### src/rtl/psfm_pkg.sv
// ----------------------------------------------------------------------------
// psfm_pkg: Packet sequence freshness monitor shared definitions
// Transfer payload types, configuration bundle, event codes and the
// constants of the divide-by-1000 pipeline.
// ----------------------------------------------------------------------------
package psfm_pkg;

	localparam int APB_AW = 4;

	localparam logic OP_ARRIVAL = 1'b0;
	localparam logic OP_READ    = 1'b1;

	localparam logic [2:0] EV_FIRST       = 3'd0;
	localparam logic [2:0] EV_IN_ORDER    = 3'd1;
	localparam logic [2:0] EV_LOST        = 3'd2;
	localparam logic [2:0] EV_REPEAT      = 3'd3;
	localparam logic [2:0] EV_RECOVERED   = 3'd4;
	localparam logic [2:0] EV_BACK_OK     = 3'd5;
	localparam logic [2:0] EV_BACK_EXCESS = 3'd6;

	// Long division by 1000, one 16-bit chunk per step. The reciprocal is
	// ceil(2^36 / 1000); it is exact for every partial dividend below 2^26.
	localparam int DIV_CHUNK_W = 16;
	localparam int DIV_REM_W   = 10;
	localparam int DIV_V_W     = DIV_REM_W + DIV_CHUNK_W;
	localparam int DIV_M_W     = 27;
	localparam int DIV_SHIFT   = 36;
	localparam logic [DIV_M_W-1:0] DIV_RECIP = 27'd68719477;

	typedef struct packed {
		logic        operation;
		logic [31:0] packet_counter;
		logic [63:0] send_time_ns;
		logic [31:0] now_us;
	} psfm_in_t;

	typedef struct packed {
		logic [31:0] sample_number;
		logic [2:0]  event_code;
		logic        period_deviation;
		logic        stale;
		logic [31:0] lost_events;
		logic [31:0] repeat_events;
		logic [31:0] recovery_events;
		logic [31:0] rollover_events;
		logic [31:0] deviation_events;
		logic [31:0] stale_events;
		logic [63:0] packet_time_us;
	} psfm_out_t;

	typedef struct packed {
		logic [30:0] max_data_age_us;
		logic [30:0] max_lost_tolerance;
		logic [30:0] producer_period_us;
	} psfm_cfg_t;

	// Item as it leaves the front pipeline for the state stage.
	typedef struct packed {
		logic        operation;
		logic [31:0] packet_counter;
		logic [31:0] now_us;
		logic [63:0] send_us;
		logic [63:0] counter_prod;
		logic [31:0] time_diff;
	} psfm_item_t;

endpackage

### src/rtl/psfm_regs.sv
// ----------------------------------------------------------------------------
// psfm_regs: Configuration register file
// APB-style slave holding the data age limit, the backward jump tolerance
// and the producer period. Zero wait states.
// ----------------------------------------------------------------------------
module psfm_regs import psfm_pkg::*; (
	input  logic              clk,
	input  logic              arst_n,
	input  logic              psel,
	input  logic              penable,
	input  logic              pwrite,
	input  logic [APB_AW-1:0] paddr,
	input  logic [31:0]       pwdata,
	output logic [31:0]       prdata,
	output logic              pready,
	output psfm_cfg_t         cfg
);

	localparam logic [1:0] REG_MAX_AGE   = 2'd0;
	localparam logic [1:0] REG_TOLERANCE = 2'd1;
	localparam logic [1:0] REG_PERIOD    = 2'd2;
	localparam logic [1:0] REG_UNUSED    = 2'd3;

	logic [1:0]  reg_idx;
	logic        wr_en;
	psfm_cfg_t   cfg_q;

	assign reg_idx = paddr[3:2];
	assign wr_en   = psel && penable && pwrite;
	assign pready  = 1'b1;
	assign cfg     = cfg_q;

	always_ff @(posedge clk or negedge arst_n) begin
		if (!arst_n) begin
			cfg_q.max_data_age_us    <= 31'd20000;
			cfg_q.max_lost_tolerance <= 31'd4;
			cfg_q.producer_period_us <= 31'd0;
		end else if (wr_en) begin
			unique case (reg_idx)
				REG_MAX_AGE:   cfg_q.max_data_age_us    <= pwdata[30:0];
				REG_TOLERANCE: cfg_q.max_lost_tolerance <= pwdata[30:0];
				REG_PERIOD:    cfg_q.producer_period_us <= pwdata[30:0];
				REG_UNUSED:    ;
			endcase
		end
	end

	always_comb begin
		unique case (reg_idx)
			REG_MAX_AGE:   prdata = {1'b0, cfg_q.max_data_age_us};
			REG_TOLERANCE: prdata = {1'b0, cfg_q.max_lost_tolerance};
			REG_PERIOD:    prdata = {1'b0, cfg_q.producer_period_us};
			REG_UNUSED:    prdata = 32'd0;
		endcase
	end

endmodule

### config.mk
export PLATFORM = sky130hd
export DESIGN_NAME = psfm_regs
export DESIGN_NICKNAME = d
export VERILOG_FILES = /design/src/rtl/psfm_pkg.sv /design/src/rtl/psfm_regs.sv
export SDC_FILE = /design/constraint.sdc
export NUM_CORES = 1
export LEC_CHECK = 0
export BUFFER_PORTS_ARGS = -buffer_cell sky130_fd_sc_hd__buf_2
export CAP_MARGIN = 10
export CORE_ASPECT_RATIO = 1.5
export CORE_UTILIZATION = 51
export CTS_CLUSTER_SIZE = 20
export DETAILED_ROUTE_END_ITERATION = 12
export GPL_TIMING_DRIVEN = 0
export PLACE_DENSITY = 0.82
export SYNTH_ARGS = -nofsm -noshare
export SYNTH_HDL_FRONTEND = slang
export SYNTH_SLANG_ARGS = --single-unit
export TNS_END_PERCENT = 1
### constraint.sdc
create_clock -name clk -period 2.5 [get_ports clk]
set_input_delay 0.25 -clock clk [delete_from_list [all_inputs] [get_ports clk]]
set_output_delay 0.25 -clock clk [all_outputs]
set_load 0.02 [all_outputs]
---- After elaboration in Yosys (flattened, before gate mapping) ----
Index checks and enable logic that the tools add are counted.
W data, S select, Z words.
cells by class
  reduce and logical (&&, ||, !) cells .... 6
  eq/ne operators ......................... 3
  mux-type cells .......................... 1
operators by type and width
  kind                  count
  $pmux W32 S4          1
  $reduce_and A2 Y1     3
  $eq A2 B2 Y1 const B  2
  $eq A2 B1 Y1 const B  1
  $logic_and A1 B1 Y1   2
  $logic_not A2 Y1      1
word-level totals
  register bits ........................... 93
  logic and storage cells ................. 13

---- Longest topological paths before layout ----
Gate-level depths: netlist (run 1).
  word-level depth ........................ 3
  mapped depth ............................ 5
  gate-level depth less buffers ........... 3

---- Least setup slack after synthesis (run 1) ----
OpenSTA, ideal clock, no wires.
  kind .................................... input to output
  from .................................... input port paddr[3]
  to ...................................... output port prdata[0]
  setup slack ............................. 0.995 ns
  cell stages on the path ................. 4
  arrival ................................. 1.255 ns
  path through ............................ buf_2 -> buf_2 -> mux2i_1 -> o21ai_0
on the way
  longest elaborated chain between the ends .. 2
  elaborated cells on any way between the ends .. 5
  classes of those cells .................. 3 x eq/ne; 1 x mux; 1 x reduce/logical
RTL lines
  element                                     line             source
  start: declaration                          psfm_regs.sv:12  input logic [APB_AW-1:0] paddr,
  $eq A2 B2 Y1, or another cell as far along  psfm_regs.sv:49  unique case (reg_idx)
  $pmux W32 S4 *                              psfm_regs.sv:49
  end: declaration                            psfm_regs.sv:14  output logic [31:0] prdata,
Mark *: on every way between the ends. The rest lies on a longest branch, timed or not. The select of a mux whose other input is x is not followed.

---- Worst setup path in the final report (run 1) ----
  from .................................... input port paddr[2]
  to ...................................... output port prdata[5]
The elaborated chain is that of the path after synthesis.

==> results of run 1 <==
## cell families after synthesis
family,synth area share
buf+inv,0.0297
simple gates,0.0362
compound gates,0.0365
mux,0.346
other cells,0.00177
flops,0.550
## placed cells by master (no fill, tap or decap), types with 3 or more instances in the layout
cell type,count
buf_2,170
buf_4,3
buf_6,3
clkbuf_1,6
clkbuf_16,9
dfrtp_1,87
dfstp_2,6
mux2_2,61
mux2_4,30
mux2i_1,31
nand2_1,31
o21ai_0,31
## per-stage QoR
stage                     total power (uW)   util  hold slack (ns)  setup WS (ns)
after floorplan                       3240      -          -0.0456          0.995
after detailed placement              3920  0.647            0.261          0.639
after global placement                3850  0.643            0.491          0.363
after CTS                             5420  0.689            0.156          0.639
final                                 5380  0.689            0.161          0.648
after global routing                  5620  0.689            0.170          0.502
## final timing paths
kind,start,end,slack (ns),depth (start not counted)
setup / recovery,paddr[2],prdata[5],0.65,6
hold reg to reg,cfg[59]$_DFFE_PN0P_,cfg[59]$_DFFE_PN0P_,0.51,1
max in group asynchronous,arst_n,cfg[33]$_DFFE_PN1P_,1.37,3
setup reg to reg,cfg[14]$_DFFE_PN0P_,cfg[14]$_DFFE_PN0P_,1.70,1
hold / removal,pwdata[28],cfg[59]$_DFFE_PN0P_,0.16,2
min in group asynchronous,arst_n,cfg[44]$_DFFE_PN0P_,0.43,2
## area by class of cell
cell class,count,area (um^2)
multi-input cells,193,1790
clock buffers,11,253
repair buffers,162,841
fillers,592,2500
plain buffers,22,126
clock inverters,5,82.6
flip-flops and latches,93,2330
well taps,105,131
## routing by layer
| layer | share of wire | track usage | up-vias |
|---|---|---|---|
| li1 | - | - | 1427 |
| met1 | 0.39 | 0.297 | 1573 |
| met2 | 0.54 | 0.458 | 129 |
| met3 | 0.049 | 0.0440 | 15 |
| met4 | 0.021 | 0.122 | 0 |
| met5 | 0 | 0 | - |
## repair_timing
action,4_1_cts,5_1_grt
hold endpoints to repair,35,0
hold buffers,1,0
setup buffers,0,0
## power breakdown
part           total (uW)  leakage, uW  switching (uW)  internal, uW
combinational        1740      0.00161            1000           733
sequential           2160      0.00113             283          1880
clock                1480     0.000166             552           932
==> results.md, run 1 <==
- Cts repair resizes: 0
- GRT Util Overall: 0.256
- Initial antenna violation count: 0
- Placed cell count: 574
- Largest net degree at the start of global routing: 55
- Worst skew pair latency: 0.33 ns
- Share of cells above drive strength 1: 0.599
- MaxCap Viol Count: 0
- Post-DRT Antenna Nets: 0
- Die H: 114 um
- Static Leak: 0.00290 uW
- Crit path max fanout: 10
- Peak Freq: 540 MHz
- Post-synth top area share: 0.513
- CP delay by family, top: buffers and inverters
- Startpoint types: input pin
- Top post-synthesis cells by count: 87 x dfrtp_1, 61 x mux2_2, 31 x mux2i_1, 31 x nand2_1, 31 x o21ai_0
- Clock Skew: 0 ns
- Share of synthesized flip-flops with an asynchronous set or reset: 1.00
- Post-synth EDFFs: 0
- Num CTS Buffers: 9
- First-pass GRT wire length: 17000 um
- IO Port Bufs: 160
- Synth Register Bits: 93
- DRC: 0
- Mean post-synth cell area: 13.8 um^2
- Type of destination of the critical path: output pin
- Syn Nets: 349
- I/O Pins: 167
- Synth warnings: 0
- Max FFs per register: 93
- Slew Limit Fails: 0
- Initial Util: 0.527
- Final min period: 1.85 ns
- WL per Instance: 18.1 um
- Htree depth: 3
- GPL Wtd Cong: 0.753
- Sequential share of the synthesized area: 0.550
- Row count: 40
- Top_reg_cell synth: dfrtp_1
- CP required: 2.25 ns
- Cell mode on critical path: buf_2
- Ranking of synthesized cells by area: dfrtp_1 51%, mux2_2 16%, mux2_4 11%
- TritonRoute pass-1 iters: 4
- Vias after detailed routing: 3144
- Finished Cell Area: 5560 um^2
- Crit-path max cell delay: 0.50 ns
- Final HPWL DP: 7710 um
- Mapped Area: 4250 um^2
- Hold Crit Class: input pin to flip-flop
- CTS tree: done
- Die area: 8710 um^2
- Slew @ Worst Pin: 0.634 ns
- Diodes inserted: 0
- CP Cell Sequence: buf_2 > nor2b_1 > clkbuf_1 > nand2_1 > o21ai_0 > buf_2
- Gate Count Post-Synth: 308
- Clock slew at reported path FFs: 0.06 ns
- Sum Neg Setup Slack: 0 ns
- Distinct cells, synth: 18
- CTS max path bufs: 2
- Layout Nets: 522
- Cell with the most instances after synthesis: dfrtp_1
- Final std cells w/o fill: 591
- Grt total ovfl: 0
- Area leader, netlist: dfrtp_1
- Cell Pwr Density: 968 nW/um^2
- CP Class: input pin to output pin
- Routed WL: 10700 um
- Vias in the first global route: 3338
- Sink Count: 93
- Root Driver: clkbuf_16
- Worst Path Buf+Inv: 3
- Placed Instance Area: 5210 um^2
- RSZ-0062 raised after global routing: false
- Via/cell ratio: 5.32
- Critical path's slowest cell: clkbuf_1
- Iter 0 DRT Violations: 76
- Max VDD drop: 0.000624 V
- Syn-to-layout area delta: 30.8%
- Chip Width: 76.5 um
- Fin crit share: 0.741
- Final hold viol count: 0
- Setup-failing EPs final: 0
- Slew headroom: 0.577
- Status: finished clean
- Core area: 8060 um^2
- Critical path arrival: 1.60 ns
Note: power is estimated with default switching activity, not from simulation.
==> inputs of run 2 (changes only) <==
Settings changed: CORE_UTILIZATION 51 to 44, PLACE_DENSITY 0.82 to 0.75.
Clock period 2.5 ns to 1.6 ns, I/O delays scaled along.
==> run 2 against run 1 <==
Against the previous run: hold slack lost 0.084 ns; sequential power grew 56%; setup slack got worse by 0.53 ns; non-clock buffer count unchanged; combinational power increased by 55%; critical path depth down 3; via count down 0.54%; count of clock-buffer cells in the layout is 1 higher; critical endpoint unchanged; largest cell class unchanged.
==> results.md, run 2 (same netlist as run 1, synthesis figures left out) <==
- Sequential Area: 2330 um^2
- Htree depth: 3
- DRC: 0
- Slew Limit Fails: 0
- Setup slack, reg-to-reg: 0.80 ns
- Initial antenna violation count: 0
- Hold Crit Class: input pin to flip-flop
- Initial Util: 0.456
- Grt total ovfl: 0
- Core area: 9310 um^2
- Max FFs per register: 93
- WHS: 0.0760 ns
- Worst skew pair latency: 0.33 ns
- Iter 0 DRT Violations: 106
- Final min period: 1.48 ns
- Most common cell after layout, fill and taps aside: buf_2
- CP Capture Point: prdata[5]
- Chip Width: 82.2 um
- Largest net degree at the start of global routing: 50
- GRT Util Overall: 0.218
- Status: finished clean
- Final hold viol count: 0
- Switching share of total power: 0.341
- Die H: 122 um
- CP Class: flip-flop to output pin
- Area of the multi-input gates: 1790 um^2
- Share of cells above drive strength 1: 0.601
- Post-DRT Antenna Nets: 0
- Vias after detailed routing: 3127
- Layout Nets: 522
- Slew @ Worst Pin: 0.600 ns
- Row count: 43
- CTS tree: done
- Filler instances: 787
- Crit. Startpoint: cfg[67]$_DFFE_PN1P_
- Most frequent cells in the layout: 172 x buf_2, 87 x dfrtp_1, 61 x mux2_2
- R2R Path End: cfg[59]$_DFFE_PN0P_
- Sink Count: 93
- GPL Wtd Cong: 0.748
- Setup-failing EPs final: 0
- Register-to-Register Path Depth: 1
- RSZ-0062 raised after global routing: true
- Die area: 10100 um^2
- Fin crit share: 0.925
- Static Leak: 0.00290 uW
- Routed WL: 10600 um
- Critical path arrival: 1.32 ns
- Startpoint types: flip-flop
- Syn-to-layout area delta: 30.7%
- CTS max path bufs: 2
- Num CTS Buffers: 9
- WL per Instance: 17.7 um
- Clk pwr share: 0.272
- Pint: 5490 uW
- First-pass GRT wire length: 16000 um
- Sum Neg Setup Slack: 0 ns
- Type of destination of the critical path: output pin
- Reg-to-Reg Start: cfg[59]$_DFFE_PN0P_
- Slew headroom: 0.600
- Switching power: 2840 uW
- Vias in the first global route: 3057
- I/O Pins: 167
- Final HPWL DP: 7570 um
- Crit path max fanout: 3
- Post-CTS setup buffer count: 0
- Peak Freq: 676 MHz
- Cell Pwr Density: 1500 nW/um^2
- Reg power frac: 0.404
- Clock slew at reported path FFs: 0.06 ns
- Via/cell ratio: 5.23
- Combinational fraction of design power: 0.324
- TritonRoute pass-1 iters: 4
- CP required: 1.44 ns
- Max VDD drop: 0.000823 V
- IO Port Bufs: 160
- Root Driver: clkbuf_16
- Diodes inserted: 0
- Clock Skew: 0 ns
- MaxCap Viol Count: 0
==> run 2: cell types whose count changed in the layout (fill, tap and decap cells not counted) <==
| cell | delta |
|---|---|
| clkinv_4 | -2 |
| clkbuf_1 | -1 |
| buf_2 | +2 |
| clkbuf_2 | +1 |
| clkbuf_8 | -1 |
| clkinvlp_4 | +1 |
==> run 2: worst min-delay path by stage <==
stage	cells past startpoint	slack [ns]	end	startpoint
after floorplan	0	-0.14	cfg[0]$_DFFE_PN0P_	arst_n
after global placement	2	0.41	cfg[12]$_DFFE_PN0P_	pwdata[12]
after detailed placement	1	0.20	cfg[69]$_DFFE_PN0P_	arst_n
after CTS	2	0.06	cfg[33]$_DFFE_PN1P_	pwdata[2]
after global routing	2	0.07	cfg[13]$_DFFE_PN0P_	pwdata[13]
final	2	0.08	cfg[33]$_DFFE_PN1P_	pwdata[2]
==> run 2: critical path: stages, from the launching register on <==
cell     delay [ns]
dfstp_2        0.53
mux2i_1        0.06
o21ai_0        0.19
buf_2          0.20
==> run 2: metrics by stage <==
step	setup WS (ns)	utilization	cells	total power, uW	cell area (um^2)
global placement	-0.451	0.557	580	6020	5190
CTS	0.0853	0.596	598	8410	5550
detailed placement	-0.143	0.561	581	6110	5220
floorplan	0.244	-	308	5070	4250
global route	-0.0129	0.596	598	8740	5550
finish	0.120	0.596	598	8320	5550
==> run 2: routing by layer <==
layer,track usage,vias up,wire length (um)
met5,0,-,0
li1,-,1427,-
met3,0.0476,9,435
met2,0.373,91,5520
met4,0.0800,0,140
met1,0.264,1600,4480
==> run 2: repair_timing <==
item,4_1_cts,5_1_grt
hold buffers,1,0
endpoints found under the hold margin,42,0
gates resized for setup,3,2
endpoints found under the setup margin,30,16
pin swaps,0,0
==> run 2: layout make-up <==
type	instances	area share
plain buffers	22	0.0234
repair buffers	162	0.151
flip-flops and latches	93	0.421
well taps	112	0.0252
clock buffers	12	0.0444
multi-input cells	193	0.322
clock inverters	4	0.0131
==> run 2: power groups by stage <==
stage | combinational (uW) | clock, uW | sequential [uW]
finish | 2690 | 2260 | 3370
global route | 2890 | 2410 | 3440
CTS | 2720 | 2330 | 3360
detailed placement | 2710 | 0 | 3400
global placement | 2660 | 0 | 3360
floorplan | 1050 | 0 | 4020
