**src/rtl/psfm_pkg.sv**
```systemverilog
// ----------------------------------------------------------------------------
// psfm_pkg: Packet sequence freshness monitor shared definitions
// Transfer payload types, configuration bundle, event codes and the
// constants of the divide-by-1000 pipeline.
// ----------------------------------------------------------------------------
package psfm_pkg;

	localparam int APB_AW = 4;

	localparam logic OP_ARRIVAL = 1'b0;
	localparam logic OP_READ    = 1'b1;

	localparam logic [2:0] EV_FIRST       = 3'd0;
	localparam logic [2:0] EV_IN_ORDER    = 3'd1;
	localparam logic [2:0] EV_LOST        = 3'd2;
	localparam logic [2:0] EV_REPEAT      = 3'd3;
	localparam logic [2:0] EV_RECOVERED   = 3'd4;
	localparam logic [2:0] EV_BACK_OK     = 3'd5;
	localparam logic [2:0] EV_BACK_EXCESS = 3'd6;

	// Long division by 1000, one 16-bit chunk per step. The reciprocal is
	// ceil(2^36 / 1000); it is exact for every partial dividend below 2^26.
	localparam int DIV_CHUNK_W = 16;
	localparam int DIV_REM_W   = 10;
	localparam int DIV_V_W     = DIV_REM_W + DIV_CHUNK_W;
	localparam int DIV_M_W     = 27;
	localparam int DIV_SHIFT   = 36;
	localparam logic [DIV_M_W-1:0] DIV_RECIP = 27'd68719477;

	typedef struct packed {
		logic        operation;
		logic [31:0] packet_counter;
		logic [63:0] send_time_ns;
		logic [31:0] now_us;
	} psfm_in_t;

	typedef struct packed {
		logic [31:0] sample_number;
		logic [2:0]  event_code;
		logic        period_deviation;
		logic        stale;
		logic [31:0] lost_events;
		logic [31:0] repeat_events;
		logic [31:0] recovery_events;
		logic [31:0] rollover_events;
		logic [31:0] deviation_events;
		logic [31:0] stale_events;
		logic [63:0] packet_time_us;
	} psfm_out_t;

	typedef struct packed {
		logic [30:0] max_data_age_us;
		logic [30:0] max_lost_tolerance;
		logic [30:0] producer_period_us;
	} psfm_cfg_t;

	// Item as it leaves the front pipeline for the state stage.
	typedef struct packed {
		logic        operation;
		logic [31:0] packet_counter;
		logic [31:0] now_us;
		logic [63:0] send_us;
		logic [63:0] counter_prod;
		logic [31:0] time_diff;
	} psfm_item_t;

endpackage

```
**src/rtl/psfm_core.sv**
```systemverilog
// ----------------------------------------------------------------------------
// psfm_core: Sequence and freshness state stage with result register
// Classifies arrivals, checks the arrival period and the data age at reads,
// updates the saturating event counters and registers the result.
// ----------------------------------------------------------------------------
module psfm_core import psfm_pkg::*; (
	input  logic       clk,
	input  logic       arst_n,
	input  psfm_cfg_t  cfg,
	input  logic       pipe_valid,
	output logic       pipe_ready,
	input  psfm_item_t pipe_item,
	output logic       result_valid,
	input  logic       result_stall,
	output psfm_out_t  result
);

	localparam int EV_CNT_N     = 6;
	localparam int CNT_LOST     = 0;
	localparam int CNT_REPEAT   = 1;
	localparam int CNT_RECOVERY = 2;
	localparam int CNT_ROLLOVER = 3;
	localparam int CNT_DEVIATION = 4;
	localparam int CNT_STALE    = 5;

	logic [31:0] last_id_q;
	logic        loss_pending_q;
	logic        fresh_q;
	logic [63:0] last_send_q;
	logic [31:0] base_q;
	logic [63:0] base_prod_q;
	logic [31:0] last_arrival_q;
	logic [31:0] ev_cnt_q   [EV_CNT_N];
	logic [31:0] ev_cnt_nxt [EV_CNT_N];
	logic [EV_CNT_N-1:0] bump;

	logic        result_valid_q;
	psfm_out_t   result_q;

	logic        take;
	logic        period_on;
	logic [31:0] dev_d;
	logic [31:0] dev_mag;
	logic [34:0] dev_ten;
	logic        dev_hit;
	logic [31:0] delta;
	logic        excess;
	logic [64:0] age_diff;
	logic [63:0] age;
	logic        too_old;
	logic [62:0] base_mul;

	logic [31:0] last_id_nxt;
	logic        loss_pending_nxt;
	logic        fresh_nxt;
	logic [63:0] last_send_nxt;
	logic        period_upd;
	psfm_out_t   res;
	psfm_out_t   res_out;

	assign pipe_ready = !result_valid_q || !result_stall;
	assign take       = pipe_valid && pipe_ready;
	assign period_on  = cfg.producer_period_us != 31'd0;

	assign dev_d   = pipe_item.time_diff + base_prod_q[31:0] - last_arrival_q;
	assign dev_mag = dev_d[31] ? (~dev_d + 32'd1) : dev_d;
	assign dev_ten = ({3'b000, dev_mag} << 3) + ({3'b000, dev_mag} << 1);
	assign dev_hit = dev_ten > {4'b0000, cfg.producer_period_us};

	assign delta  = pipe_item.packet_counter - last_id_q;
	assign excess = !pipe_item.packet_counter[31] &&
		(pipe_item.packet_counter[30:0] > cfg.max_lost_tolerance);

	assign age_diff = {33'd0, pipe_item.now_us} - {1'b0, last_send_q};
	assign age      = age_diff[64] ? (~age_diff[63:0] + 64'd1) : age_diff[63:0];
	assign too_old  = age > {33'd0, cfg.max_data_age_us};

	assign base_mul = 63'(base_q) * 63'(cfg.producer_period_us);

	always_comb begin
		last_id_nxt      = last_id_q;
		loss_pending_nxt = loss_pending_q;
		fresh_nxt        = fresh_q;
		last_send_nxt    = last_send_q;
		period_upd       = 1'b0;
		bump             = '0;
		res              = '0;

		if (pipe_item.operation == OP_ARRIVAL) begin
			res.sample_number = pipe_item.packet_counter;
			fresh_nxt         = 1'b1;
			if (period_on) begin
				period_upd           = 1'b1;
				res.period_deviation = dev_hit;
				bump[CNT_DEVIATION]  = dev_hit;
			end
			if (last_id_q == '1) begin
				res.event_code = EV_FIRST;
			end else if (delta[31]) begin
				res.event_code     = excess ? EV_BACK_EXCESS : EV_BACK_OK;
				bump[CNT_ROLLOVER] = excess;
			end else if (delta > 32'd1) begin
				res.event_code   = EV_LOST;
				bump[CNT_LOST]   = 1'b1;
				loss_pending_nxt = 1'b1;
			end else if (delta == 32'd0) begin
				res.event_code   = EV_REPEAT;
				bump[CNT_REPEAT] = 1'b1;
			end else if (loss_pending_q) begin
				res.event_code     = EV_RECOVERED;
				bump[CNT_RECOVERY] = 1'b1;
				loss_pending_nxt   = 1'b0;
			end else begin
				res.event_code = EV_IN_ORDER;
			end
			last_id_nxt   = pipe_item.packet_counter;
			last_send_nxt = pipe_item.send_us;
		end else begin
			res.sample_number = last_id_q;
			if (!fresh_q) begin
				res.stale = 1'b1;
			end else if (too_old) begin
				res.stale = 1'b1;
				fresh_nxt = 1'b0;
			end
			if (res.stale) begin
				res.sample_number = '1;
				bump[CNT_STALE]   = 1'b1;
			end
		end

		if (period_on) begin
			res.packet_time_us = period_upd ? pipe_item.counter_prod : base_prod_q;
		end else begin
			res.packet_time_us = last_send_nxt;
		end
	end

	always_comb begin
		res_out                  = res;
		res_out.lost_events      = ev_cnt_nxt[CNT_LOST];
		res_out.repeat_events    = ev_cnt_nxt[CNT_REPEAT];
		res_out.recovery_events  = ev_cnt_nxt[CNT_RECOVERY];
		res_out.rollover_events  = ev_cnt_nxt[CNT_ROLLOVER];
		res_out.deviation_events = ev_cnt_nxt[CNT_DEVIATION];
		res_out.stale_events     = ev_cnt_nxt[CNT_STALE];
	end

	for (genvar k = 0; k < EV_CNT_N; k++) begin : g_cnt
		assign ev_cnt_nxt[k] = (bump[k] && ev_cnt_q[k] != '1) ? ev_cnt_q[k] + 32'd1
			: ev_cnt_q[k];

		always_ff @(posedge clk or negedge arst_n) begin
			if (!arst_n) begin
				ev_cnt_q[k] <= '0;
			end else if (take) begin
				ev_cnt_q[k] <= ev_cnt_nxt[k];
			end
		end
	end

	always_ff @(posedge clk or negedge arst_n) begin
		if (!arst_n) begin
			last_id_q      <= '1;
			loss_pending_q <= 1'b0;
			fresh_q        <= 1'b0;
			last_send_q    <= '0;
			base_q         <= '0;
			base_prod_q    <= '0;
			last_arrival_q <= '0;
			result_valid_q <= 1'b0;
		end else begin
			if (take) begin
				last_id_q      <= last_id_nxt;
				loss_pending_q <= loss_pending_nxt;
				fresh_q        <= fresh_nxt;
				last_send_q    <= last_send_nxt;
			end
			// The product tracks the base counter and follows any period write.
			if (take && period_upd) begin
				base_q         <= pipe_item.packet_counter;
				base_prod_q    <= pipe_item.counter_prod;
				last_arrival_q <= pipe_item.now_us;
			end else begin
				base_prod_q    <= {1'b0, base_mul};
			end
			if (pipe_ready) begin
				result_valid_q <= pipe_valid;
			end
		end
	end

	always_ff @(posedge clk) begin
		if (take) begin
			result_q <= res_out;
		end
	end

	assign result_valid = result_valid_q;
	assign result       = result_q;

endmodule

```
**config.mk**
```make
export PLATFORM = sky130hd
export DESIGN_NAME = psfm_core
export DESIGN_NICKNAME = d
export VERILOG_FILES = /design/src/rtl/psfm_pkg.sv /design/src/rtl/psfm_core.sv
export SDC_FILE = /design/constraint.sdc
export NUM_CORES = 2
export LEC_CHECK = 0
export ABC_AREA = 1
export BUFFER_PORTS_ARGS = -buffer_cell sky130_fd_sc_hd__buf_2
export CAP_MARGIN = 20
export CORE_MARGIN = 2
export CORE_UTILIZATION = 44
export CTS_BUF_LIST = sky130_fd_sc_hd__clkbuf_8
export DETAILED_ROUTE_END_ITERATION = 10
export PLACE_DENSITY = 0.64
export SYNTH_ARGS = -nofsm -noshare
export SYNTH_HDL_FRONTEND = slang
export SYNTH_SLANG_ARGS = --single-unit
```
**constraint.sdc**
```tcl
create_clock -name clk -period 10.55 [get_ports clk]
set_input_delay 1.055 -clock clk [delete_from_list [all_inputs] [get_ports clk]]
set_output_delay 1.055 -clock clk [all_outputs]
set_load 0.1 [all_outputs]
```
-- Word-level counts from Yosys, hierarchy flattened
Cells that the tools add are included.
- memory bits (writable): 0
- bits in latches: 0
- memories kept: 0
- input bits: 322
- output and inout bits: 295
- ROM bits: 0
- bits in registers: 712
- multiply operators: 1
- $add $sub $neg: 13
- equal/unequal tests: 8
- shift-type cells: 0
- div/mod/pow operators: 0
- muxes and demuxes: 41
- magnitude comparators: 4
- bitwise gates (word level): 5
- reductions and logical operators: 18
- operator list (cell ; number):
    $mux W64 ; 5
    $mux W32 ; 9
    $add A32 B1 Y32 const B ; 7
    $ne A32 B32 Y1 const B ; 6
    $sub A32 B64 Y65 ; 1
    $add A64 B1 Y64 const B ; 1
    $gt A64 B31 Y1 ; 1
    $not A64 Y64 ; 1
    $sub A32 B32 Y32 ; 2
    $mul A32 B31 Y63 ; 1
    $add A35 B33 Y35 ; 1
    $gt A35 B31 Y1 ; 1
    $add A32 B32 Y32 ; 1
    $eq A32 B32 Y1 const B ; 1
    $gt A32 B1 Y1 const B ; 1
    $logic_not A32 Y1 ; 1
    $not A32 Y32 ; 1
    $gt A31 B31 Y1 ; 1
    $reduce_bool A31 Y1 ; 1
    $mux W1 ; 18
    $mux W3 ; 5
    $logic_and A1 B1 Y1 ; 9
    $mux W5 ; 1
    $reduce_and A5 Y1 ; 1
    other kinds (8) ; 13

-- Longest topological paths before layout
- word-level depth: 12
- depth in mapped cells: 56
- gate-level depth less buffers: 54

-- Least setup slack after synthesis
Ideal clock, no wire load.
- path kind: input -> register
- start point: in result_stall
- end point: reg result_q, in the netlist result[0], enable pin
- library setup time: 0.772 ns
- path buffers: 2
- slack: -0.829 ns
- data required time: 9.778 ns
- arrival time: 10.607 ns
- stages on the path: 5
- cells stage by stage: nand2_1 -> nand2_1 -> inv_2 -> clkbuf_1 -> clkbuf_1
- cells in the longest elaborated chain, start to end: 3
- RTL lines (element ; line ; RTL):
    start, declared ; psfm_core.sv:14 ; input logic result_stall,
    $logic_not A1 Y1 ; psfm_core.sv:61 ; assign pipe_ready = !result_valid_q || !result_stall;
    $logic_or A1 B1 Y1 ; psfm_core.sv:61 ;
    $logic_and A1 B1 Y1 ; psfm_core.sv:62 ; assign take = pipe_valid && pipe_ready;
    named net take ; psfm_core.sv:40 ; logic take;
    end signal, assigned ; psfm_core.sv:195 ; result_q <= res_out;
    end, declared ; psfm_core.sv:38 ; psfm_out_t result_q;
The timed path passes the listed nets, and every way through them passes these cells.
A chain may end at the register's enable or synchronous reset.

==> impl_metrics.json <==
{
  "place_congestion": 1.00,
  "status": "finished, final reports clean",
  "worst_setup_path_start_kind": "register",
  "r2r_cells": 48,
  "fin_skew_ns": 0.0580,
  "drc": 0,
  "drt_iter0_drc": 6734,
  "synth.cell_area_sq_mm": 0.0825,
  "worst_path_largest_cell_delay_ns": 0.48,
  "place_area_sq_mm": 0.0879,
  "fin_crit_sh": 0.880,
  "grt_remaining_overflow": 0,
  "yosys.area.top_type": "fa_1",
  "cts_root_buffer": "clkbuf_8",
  "area_growth_pct": 10.2,
  "dr.pass1.iters": 6,
  "synth.avg_cell_area_sq_um": 7.50,
  "final_util": 0.489,
  "cts_tree": "yes",
  "fill_cells": 18600,
  "synth_nets": 12700,
  "final_hold_viol_count": 0,
  "crit_start": "base_prod_q[16]$_DFF_PN0_",
  "antenna_found_initial": 52,
  "critPathSlowestCell": "o21ai_0",
  "drive_gt1_frac": 0.101,
  "worst_pin_slew_ns": 1.19,
  "syn_inst": 11000,
  "min_period_ns": 9.28,
  "start_util": 0.444,
  "io_buffers": 616,
  "clkLatencyLatePin_ns": 0.89,
  "synthArstFlopShare": 0.588,
  "grt_util_met1": 0.456,
  "grt_pass1_wl_um": 493000,
  "holdWs_ns": 0.110,
  "rsz0062_at_grt": "no",
  "cp.required_ns": 11.15,
  "path_clk_slew_ns": 0.06,
  "critPathKind": "reg2reg",
  "slew_headroom": 0.203,
  "synth_warnings": 0,
  "die_x_um": 437,
  "cts.sinks": 712,
  "antenna_left": 0,
  "gr-max-usage-layer": "met2",
  "hold_buffers": 0,
  "clockBufferDepth": 3,
  "yosys.cell_types.count": 65,
  "final_nets": 13200,
  "cap_viol_max_count": 0,
  "routedWlPerCell_um": 23.6,
  "num_rows": 158,
  "use_met3": 0.0507,
  "grt_max_degree": 183,
  "ys.flop_type": "dfrtp_1",
  "drt_wl_total_um": 332000,
  "viasPerCell": 5.39,
  "min_path_type": "in2async",
  "grt_pass1_vias": 76300,
  "fin_setup_tns_ns": 0,
  "cp_common_cell": "nand2_1",
  "synth_seq_cells": 712,
  "vias": 75900,
  "synth-edff-count": 293,
  "r2r_start": "base_prod_q[16]$_DFF_PN0_",
  "worst_ep_arrival_time_ns": 9.89,
  "setup-violations-final": 0,
  "h-tree-depth": 4,
  "reg2reg_slack_ns": 1.27,
  "cp_max_fo": 34,
  "drv_slew": 0,
  "grt_usage": 0.346,
  "top_level_ports": 617,
  "r2r-end": "result[120]$_DFFE_PP_",
  "final_area_sq_mm": 0.0909,
  "synth_area_leaders": "fa_1 (22%), nand2_1 (15%), dfrtp_1 (12%), edfxtp_1 (11%), inv_1 (9.5%)",
  "numCtsBuffers": 140,
  "grtUsageMet2": 0.561,
  "post_cts_resized": 0,
  "post_cts_buffers": 0,
  "dp_hpwl_um": 269000,
  "core-area_sq_mm": 0.186,
  "crit_end": "result[120]$_DFFE_PP_",
  "die_h_um": 437,
  "fmax_mhz": 108,
  "ys_seq_area_frac": 0.234,
  "yosysTopAreaCellShare": 0.218,
  "dieArea_sq_mm": 0.191,
  "cp-end-kind": "register"
}
[cells in the mapped netlist (8+ instances only)]
cell      number
inv_2         30
inv_1       2094
a31oi_1       56
o211ai_1      44
fa_1         900
dfrtp_1      387
o21a_1        11
a22oi_1       20
o22ai_1       63
clkbuf_1     362
xor2_1       262
nor2_1       663
a21oi_1      287
nand4_1      219
xnor2_1       91
a21o_1        10
a21boi_0       8
edfxtp_1     293
nand3_1      300
a221oi_1       9
nand2_1     3383
nor2_4         9
nor3b_1        8
buf_1         17
nor2_2        40
or2_2         17
dfstp_2       32
nand3b_1      19
buf_2         21
nor4_1        73
nand3_2       13
nand2_2       87
and2_1        16
o21bai_1      11
ha_1         481
nor3_1       154
o21ai_0      444
[final cells by class]
class	count	area, sq um	area share
Antenna cell	30	75.1	0.000826
Clock buffer	152	2090	0.0230
Inverter	2130	8010	0.0881
Timing Repair Buffer	718	3930	0.0432
Tap cell	2480	3100	0.0341
Multi-Input combinational cell	7747	53600	0.589
Clock inverter	109	841	0.00925
Sequential cell	712	19300	0.213
[registers in the layout, summed over array words and instances, names as in the netlist]
register / flops
result: 293
ev_cnt_q: 192
base_prod_q: 64
last_send_q: 64
base_q: 32
last_arrival_q: 32
last_id_q: 32
fresh_q: 1
loss_pending_q: 1
result_valid: 1
[cell usage in the layout (no fill, tap or decap), types with 31 or more instances in the layout]
master and count:
dfrtp_1 384, o211ai_1 44, ha_1 481, fa_1 900
a21oi_1 287, o22ai_1 63, o21ai_0 444, edfxtp_1 293
xnor2_1 91, buf_4 95, inv_2 31, nand4_1 219
a31oi_1 56, nor2_2 40, inv_1 2140, buf_2 616
nor2_1 660, nand2_1 3381, nand3_1 300, clkbuf_8 152
nor4_1 73, nor3_1 154, nand2_2 88, dfstp_2 32
xor2_1 262
[per-stage QoR]
stage,setup WS [ns],std cells
after floorplan,2.44,11000
after global placement,0.685,13800
after detailed placement,0.607,13800
after CTS,1.34,14000
after global routing,0.593,14100
final,1.27,14100
[worst max-delay path, delay by kind of cell (launching register included)]
kind / cells / cell delay [ns]
xor gates and xnor gates: 1 / 0.11
AOI/OAI and AO/OA: 16 / 3.40
adders and majority gates: 4 / 1.30
and+or+nand+nor: 20 / 2.65
buffers and inverters: 7 / 1.12
DFF: 1 / 0.37
[kinds of logic (layout without fill, tap and decap cells)]
family | after synthesis | after routing | share of synthesized area
flops | 712 | 712 | 0.234
xor+xnor | 353 | 353 | 0.0375
buf+inv | 2543 | 3109 | 0.117
other cells | 0 | 30 | 0
compound gates | 1001 | 1001 | 0.0675
fa+ha+maj | 1381 | 1381 | 0.291
simple gates | 5012 | 5012 | 0.252
[worst min-delay path by stage]
stage,from,endpoint,slack (ns),depth (start not counted)
6_report,arst_n,ev_cnt_q[4]$_DFFE_PN0P_,0.11,1
5_1_grt,arst_n,ev_cnt_q[2]$_DFFE_PN0P_,0.10,1
4_1_cts,arst_n,ev_cnt_q[2]$_DFFE_PN0P_,0.09,1
3_5_place_dp,base_q[16]$_DFFE_PN0P_,base_q[16]$_DFFE_PN0P_,0.47,2
3_3_place_gp,base_q[16]$_DFFE_PN0P_,base_q[16]$_DFFE_PN0P_,0.45,2
2_1_floorplan,last_arrival_q[0]$_DFFE_PN0P_,last_arrival_q[0]$_DFFE_PN0P_,0.46,2
[metal layers]
layer,up-vias,share of wire
met3,647,0.069
met2,3076,0.46
met1,37300,0.41
met4,10,0.054
met5,-,0.00018
li1,34900,-
Power is left out: the tool's default activity adds up to more than one toggle a clock period on the data nets, which glitch-free logic cannot reach.
